===== src/rtl/core/abt_pkg.sv =====
// Package for the address ban table: transaction types, action and status codes,
// table sizing and id limit. Used by every module of the block; no dependencies.
`default_nettype none

package abt_pkg;

  localparam int TABLE_ENTRIES = 64;
  localparam int SLOT_BITS     = $clog2(TABLE_ENTRIES);
  localparam int ID_BITS       = 16;
  localparam int ID_FIELD_BITS = 16;

  // Largest id: lesser of the counter range and the id field range.
  localparam logic [31:0] ID_LIMIT = (ID_BITS >= ID_FIELD_BITS) ?
    32'((64'(1) << ID_FIELD_BITS) - 64'(1)) : 32'((64'(1) << ID_BITS) - 64'(1));

  localparam logic [1:0] ACT_ADD    = 2'd0;
  localparam logic [1:0] ACT_REMOVE = 2'd1;
  localparam logic [1:0] ACT_QUERY  = 2'd2;

  localparam logic [2:0] ST_OK        = 3'd0;
  localparam logic [2:0] ST_BAD_ADDR  = 3'd1;
  localparam logic [2:0] ST_ALREADY   = 3'd2;
  localparam logic [2:0] ST_DUP_ID    = 3'd3;
  localparam logic [2:0] ST_NOT_FOUND = 3'd4;
  localparam logic [2:0] ST_FULL      = 3'd5;
  localparam logic [2:0] ST_IDS_OUT   = 3'd6;

  typedef struct packed {
    logic [1:0]               action;
    logic [63:0]              addr_high;
    logic [63:0]              addr_low;
    logic                     addr_is_v4;
    logic                     addr_present;
    logic [ID_FIELD_BITS-1:0] requested_id;
  } in_item_t;

  typedef struct packed {
    logic [ID_FIELD_BITS-1:0] result_id;
    logic                     hit;
    logic [2:0]               status;
  } out_item_t;

  // Classified command handed from the front to the back.
  typedef struct packed {
    logic [1:0]               action;
    logic [63:0]              addr_high;
    logic [63:0]              addr_low;
    logic                     present;
    logic                     loopback;
    logic [ID_FIELD_BITS-1:0] req_id;
  } cmd_t;

  typedef enum logic [1:0] {
    S_LOOK   = 2'b01,
    S_COMMIT = 2'b10
  } back_state_t;

endpackage

`default_nettype wire


===== src/rtl/core/abt_front.sv =====
// Front of the address ban table: accepts input transactions, maps IPv4 to
// ::ffff form, flags loopback, and queues commands (two deep). Uses abt_pkg.
`default_nettype none

module abt_front (
  input  wire              clk,
  input  wire              rst_n,
  input  wire              in_push,
  output logic             in_full,
  input  abt_pkg::in_item_t in_item,
  output logic             q_valid,
  output abt_pkg::cmd_t    q_cmd,
  input  wire              q_take
);

  abt_pkg::cmd_t fq_mem_r [2];
  logic       fq_wptr_r, fq_wptr_nxt;
  logic       fq_rptr_r, fq_rptr_nxt;
  logic [1:0] fq_cnt_r, fq_cnt_nxt;

  logic          push_fire;
  logic          pop_fire;
  abt_pkg::cmd_t cmd_in;
  logic [63:0]   canon_hi;
  logic [63:0]   canon_lo;

  always_comb begin
    if (in_item.addr_is_v4) begin
      canon_hi = 64'd0;
      canon_lo = {32'h0000_ffff, in_item.addr_low[31:0]};
    end else begin
      canon_hi = in_item.addr_high;
      canon_lo = in_item.addr_low;
    end
    cmd_in.action    = in_item.action;
    cmd_in.addr_high = canon_hi;
    cmd_in.addr_low  = canon_lo;
    cmd_in.present   = in_item.addr_present;
    // loopback: ::1 or ::ffff:127.x.y.z
    cmd_in.loopback  = (canon_hi == 64'd0) &&
                       ((canon_lo == 64'd1) ||
                        ((canon_lo[63:32] == 32'h0000_ffff) && (canon_lo[31:24] == 8'd127)));
    cmd_in.req_id    = in_item.requested_id;
  end

  assign in_full   = (fq_cnt_r == 2'd2);
  assign push_fire = in_push && !in_full;
  assign q_valid   = (fq_cnt_r != 2'd0);
  assign pop_fire  = q_take && q_valid;
  assign q_cmd     = fq_mem_r[fq_rptr_r];

  always_comb begin
    fq_wptr_nxt = push_fire ? ~fq_wptr_r : fq_wptr_r;
    fq_rptr_nxt = pop_fire  ? ~fq_rptr_r : fq_rptr_r;
    fq_cnt_nxt  = fq_cnt_r + 2'(push_fire) - 2'(pop_fire);
  end

  always_ff @(posedge clk) begin
    if (!rst_n) begin
      fq_wptr_r <= 1'b0;
      fq_rptr_r <= 1'b0;
      fq_cnt_r  <= 2'd0;
    end else begin
      fq_wptr_r <= fq_wptr_nxt;
      fq_rptr_r <= fq_rptr_nxt;
      fq_cnt_r  <= fq_cnt_nxt;
    end
  end

  always_ff @(posedge clk) begin
    if (push_fire) begin
      fq_mem_r[fq_wptr_r] <= cmd_in;
    end
  end

endmodule

`default_nettype wire


===== config.mk =====
export PLATFORM = sky130hd
export DESIGN_NAME = abt_front
export DESIGN_NICKNAME = d
export VERILOG_FILES = /design/src/rtl/core/abt_pkg.sv /design/src/rtl/core/abt_front.sv
export SDC_FILE = /design/constraint.sdc
export NUM_CORES = 1
export LEC_CHECK = 0
export BUFFER_PORTS_ARGS = -buffer_cell sky130_fd_sc_hd__clkbuf_2
export CAP_MARGIN = 20
export CORE_MARGIN = 2
export CORE_UTILIZATION = 53
export DETAILED_ROUTE_END_ITERATION = 8
export GPL_TIMING_DRIVEN = 0
export PLACE_DENSITY_LB_ADDON = 0.3
export SETUP_SLACK_MARGIN = 0.1
export SLEW_MARGIN = 20
export SYNTH_ARGS = -nofsm -noshare
export SYNTH_HDL_FRONTEND = slang
export SYNTH_SLANG_ARGS = --single-unit

===== constraint.sdc =====
create_clock -name clk -period 10.75 [get_ports clk]
set_input_delay 1.075 -clock clk [delete_from_list [all_inputs] [get_ports clk]]
set_output_delay 1.075 -clock clk [all_outputs]
set_load 0.005 [all_outputs]

==> impl_metrics.csv <==
group,metric,value,unit
run_status,outcome,"finished, final reports clean",
finish,fin_util,68.0,%
synth,synthAdderAreaFrac,0.211,%
synth,synth_nets,798,
critical_path,r2r_slack,8.69,ns
power_and_ir_drop,p_switching,0.819,mW
critical_path,critPathLaunchType,"flip-flop",
synth,ys_top_cells_by_area,"edfxtp_1 75%, mux2_2 14%, nor2b_1 4.3%",
finish,drive_above_1_share,53.0,%
sta,rsz0062_at_grt,"false",
sta,min_period,3.40,ns
synth,synthMuxAreaShare,14.1,%
placement,placed_area,14000,sq um
finish,finalNetCount,1142,
sta,hold-worst-slack,0.535,ns
sta,slew_headroom,54.6,%
power_and_ir_drop,power_density,214,nW/um^2
die,die_x,153,um
synth,synth_top_cell_area_share,75.1,%
critical_path,rr_worst_depth,6,
finish,area_delta_synth_final,25.6,%
placement,pre_cts_slack,7.88,ns
clock_tree,cts_root_buffer,"clkbuf_16",
grt,track_usage,21.4,%
sta,final-setup-viol-count,0,
placement,portBuffers,301,
critical_path,rr_endpoint,"fq_mem_r[0][77]",
route,vias,6848,
sta,layout_setup_ws,7.35,ns
grt,grt_pass1_vias,7130,
route,viasPerCell,5.30,
grt,grt_max_degree,52,
clock_tree,clk_pin_slew,0.06,ns
clock_tree,worstSkewPairLatency,0.54,ns
synth,synthSimpleGateAreaFrac,8.40,%
route,dr.pass1.iters,4,
finish,regArea,8990,sq um
critical_path,cp_max_fo,10,
route,postRouteAntennaNets,0,
clock_tree,clockBufferDepth,3,
critical_path,crit_type,"reg -> out",
sta,period_share,31.6,%
clock_tree,h-tree-depth,1,
clock_tree,cts_setup_buffers,0,
finish,antennaDiodeCount,0,
critical_path,crit_family,"buffers and inverters",
clock_tree,ctsHoldBuffers,0,
critical_path,cpPeakStageDelay,0.46,ns
synth,syn-cell-area,11800,sq um
clock_tree,cts_num_sinks,301,
clock_tree,cts_resized,0,
synth,syn_avg_cell_area,18.4,sq um
synth,synth_top_family_by_area,"multiplexers",
worst_hold_path,holdPathStages,2,
critical_path,critical_path_arrival,2.32,ns
critical_path,slowest_stage,"clkbuf_1",
finish,multi_input_area,2740,sq um
placement,gp_congestion,0.820,
route,routed_wl,25700,um
critical_path,setup.worst_path.end_class,"primary output",
sta,tns,0,ns
route,drcViolationCount,0,
critical_path,cp_cell_sequence,"clkbuf_1 > buf_2 > mux2_2 > clkbuf_2",
placement,hpwl,18700,um
grt,grt_pass1_wl,39100,um
sta,fmax,0.294,GHz
die,rows,54,
synth,synth-xor-area-share,0.222,%
power_and_ir_drop,p_comb_share,23.3,%
synth,synth_area_leader_cell,"edfxtp_1",
grt,gr-total-overflow,0,
grt,antenna_found_initial,0,
finish,fillers,1570,
power_and_ir_drop,ir_drop,150,uV
sta,skew,0.0101,ns
die,coreArea,21900,sq um
clock_tree,numCtsBuffers,31,
clock_tree,cts_tree,"done",
flow_run,maxCapViolations,0,
route,drtIter0Drc,412,
route,routedWlPerCell,19.9,um
finish,final_area,14900,sq um
power_and_ir_drop,power.leakage,5.60,nW
sta,hold_viol,0,
critical_path,worstPathRequired,9.68,ns
worst_hold_path,worstHoldStart,"fq_rptr_r",
die,io_pins,302,
synth,ys_seq_area_share,75.9,%
synth,synth-seq-cells,301,
synth,synthCells,644,
power_and_ir_drop,p_clk_share,30.0,%
critical_path,regToRegStartpoint,"fq_cnt_r[0]",
power_and_ir_drop,p_seq_share,46.7,%
die,start_util,54.1,%
synth,yosysWarnings,0,
power_and_ir_drop,p_int,2.37,mW
synth,synth_cell_types,28,
power_and_ir_drop,swShare,25.7,%
synth,synth_compound_area_share,0.148,%
worst_hold_path,min_path_type,"reg -> reg",
die,dieArea,23600,sq um
critical_path,path_buf_inv,3,
sta,tightest_slew,0.674,ns
sta,drv_slew,0,
die,fp.dieH,153,um
kinds of logic (layout without fill, tap and decap cells):
family          after synthesis  count (layout)
xor+xnor                      3               3
simple gates                159             159
compound gates                3               3
flops                       301             301
buf+inv                      28             396
mux                         148             148
fa+ha+maj                     2               2
power by group through the flow:
| stage | sequential, mW | clock [mW] | combinational, mW |
|---|---|---|---|
| 2_1_floorplan | 1.54 | 0 | 0.394 |
| 3_3_place_gp | 1.56 | 0 | 0.701 |
| 3_5_place_dp | 1.51 | 0 | 0.751 |
| 4_1_cts | 1.49 | 0.974 | 0.757 |
| 5_1_grt | 1.50 | 1.02 | 0.803 |
| 6_report | 1.49 | 0.955 | 0.743 |
registers in the layout, summed over array words and instances (netlist names), named ones only:
register	count
fq_rptr_r	1
fq_cnt_r	2
fq_wptr_r	1
fq_mem_r	296
how the worst max path moves through the flow:
stage                   start  slack [ns]        endpoint  depth (start not counted)
floorplan             in_push        2.77  fq_mem_r[0][0]                          2
global placement      in_push       -0.90       fq_wptr_r                          4
detailed placement  flip-flop        7.88      q_cmd[109]                          4
CTS                 flip-flop        7.28       q_cmd[44]                          4
global route        flip-flop        7.20       q_cmd[44]                          4
finish              flip-flop        7.35       q_cmd[42]                          4
synth_stat cells (all sizes together):
cell type / count
nand2: 1
nor4: 31
nor3: 3
nor2: 3
and3: 1
or4: 1
mux2: 148
clkbuf: 11
nand3: 1
inv: 2
nand2b: 1
edfxtp: 296
nor2b: 82
nor4b: 1
or2: 17
dfxtp: 5
xnor2: 3
and2: 4
nand4: 12
buf: 15
o21a: 1
ha: 2
a21oi: 2
nand4b: 1
worst min-delay path, delay by kind of cell (launching register included):
family | cells | cell delay, ns
flip-flops | 1 | 0.32
AND/OR/NAND/NOR | 1 | 0.10
XOR/XNOR | 1 | 0.08
stage by stage:
stage | instances | total power [mW]
6_report | 1292 | 3.19
5_1_grt | 1292 | 3.33
4_1_cts | 1292 | 3.22
3_5_place_dp | 1235 | 2.26
3_3_place_gp | 1225 | 2.26
2_1_floorplan | 644 | 1.93
cell usage in the layout (no fill, tap or decap), types with 12 or more instances in the layout:
cell	n
clkbuf_2	301
mux2_2	148
nor4_1	30
buf_2	13
or2_2	15
clkbuf_1	17
clkbuf_16	31
nor2b_1	82
nand4_1	12
edfxtp_1	296
metal layers:
metal  vias to the layer above  part of all wire, %  GRT usage (%)
li1                       3199                    -              -
met1                      3358                   40           27.5
met2                       236                   50           36.6
met3                        55                  6.3           4.14
met4                         0                  3.7           7.60
met5                         -                    0              0
final cells by class:
type / instances / share of cell area, %
sequential: 301 / 60.4
multi-input combinational: 315 / 18.4
timing repair buffer: 311 / 11.8
clock buffer: 39 / 5.55
tap: 280 / 2.35
buffer: 26 / 0.765
clock inverter: 18 / 0.597
inverter: 2 / 0.0505
Power figures use the tool's default switching activity.
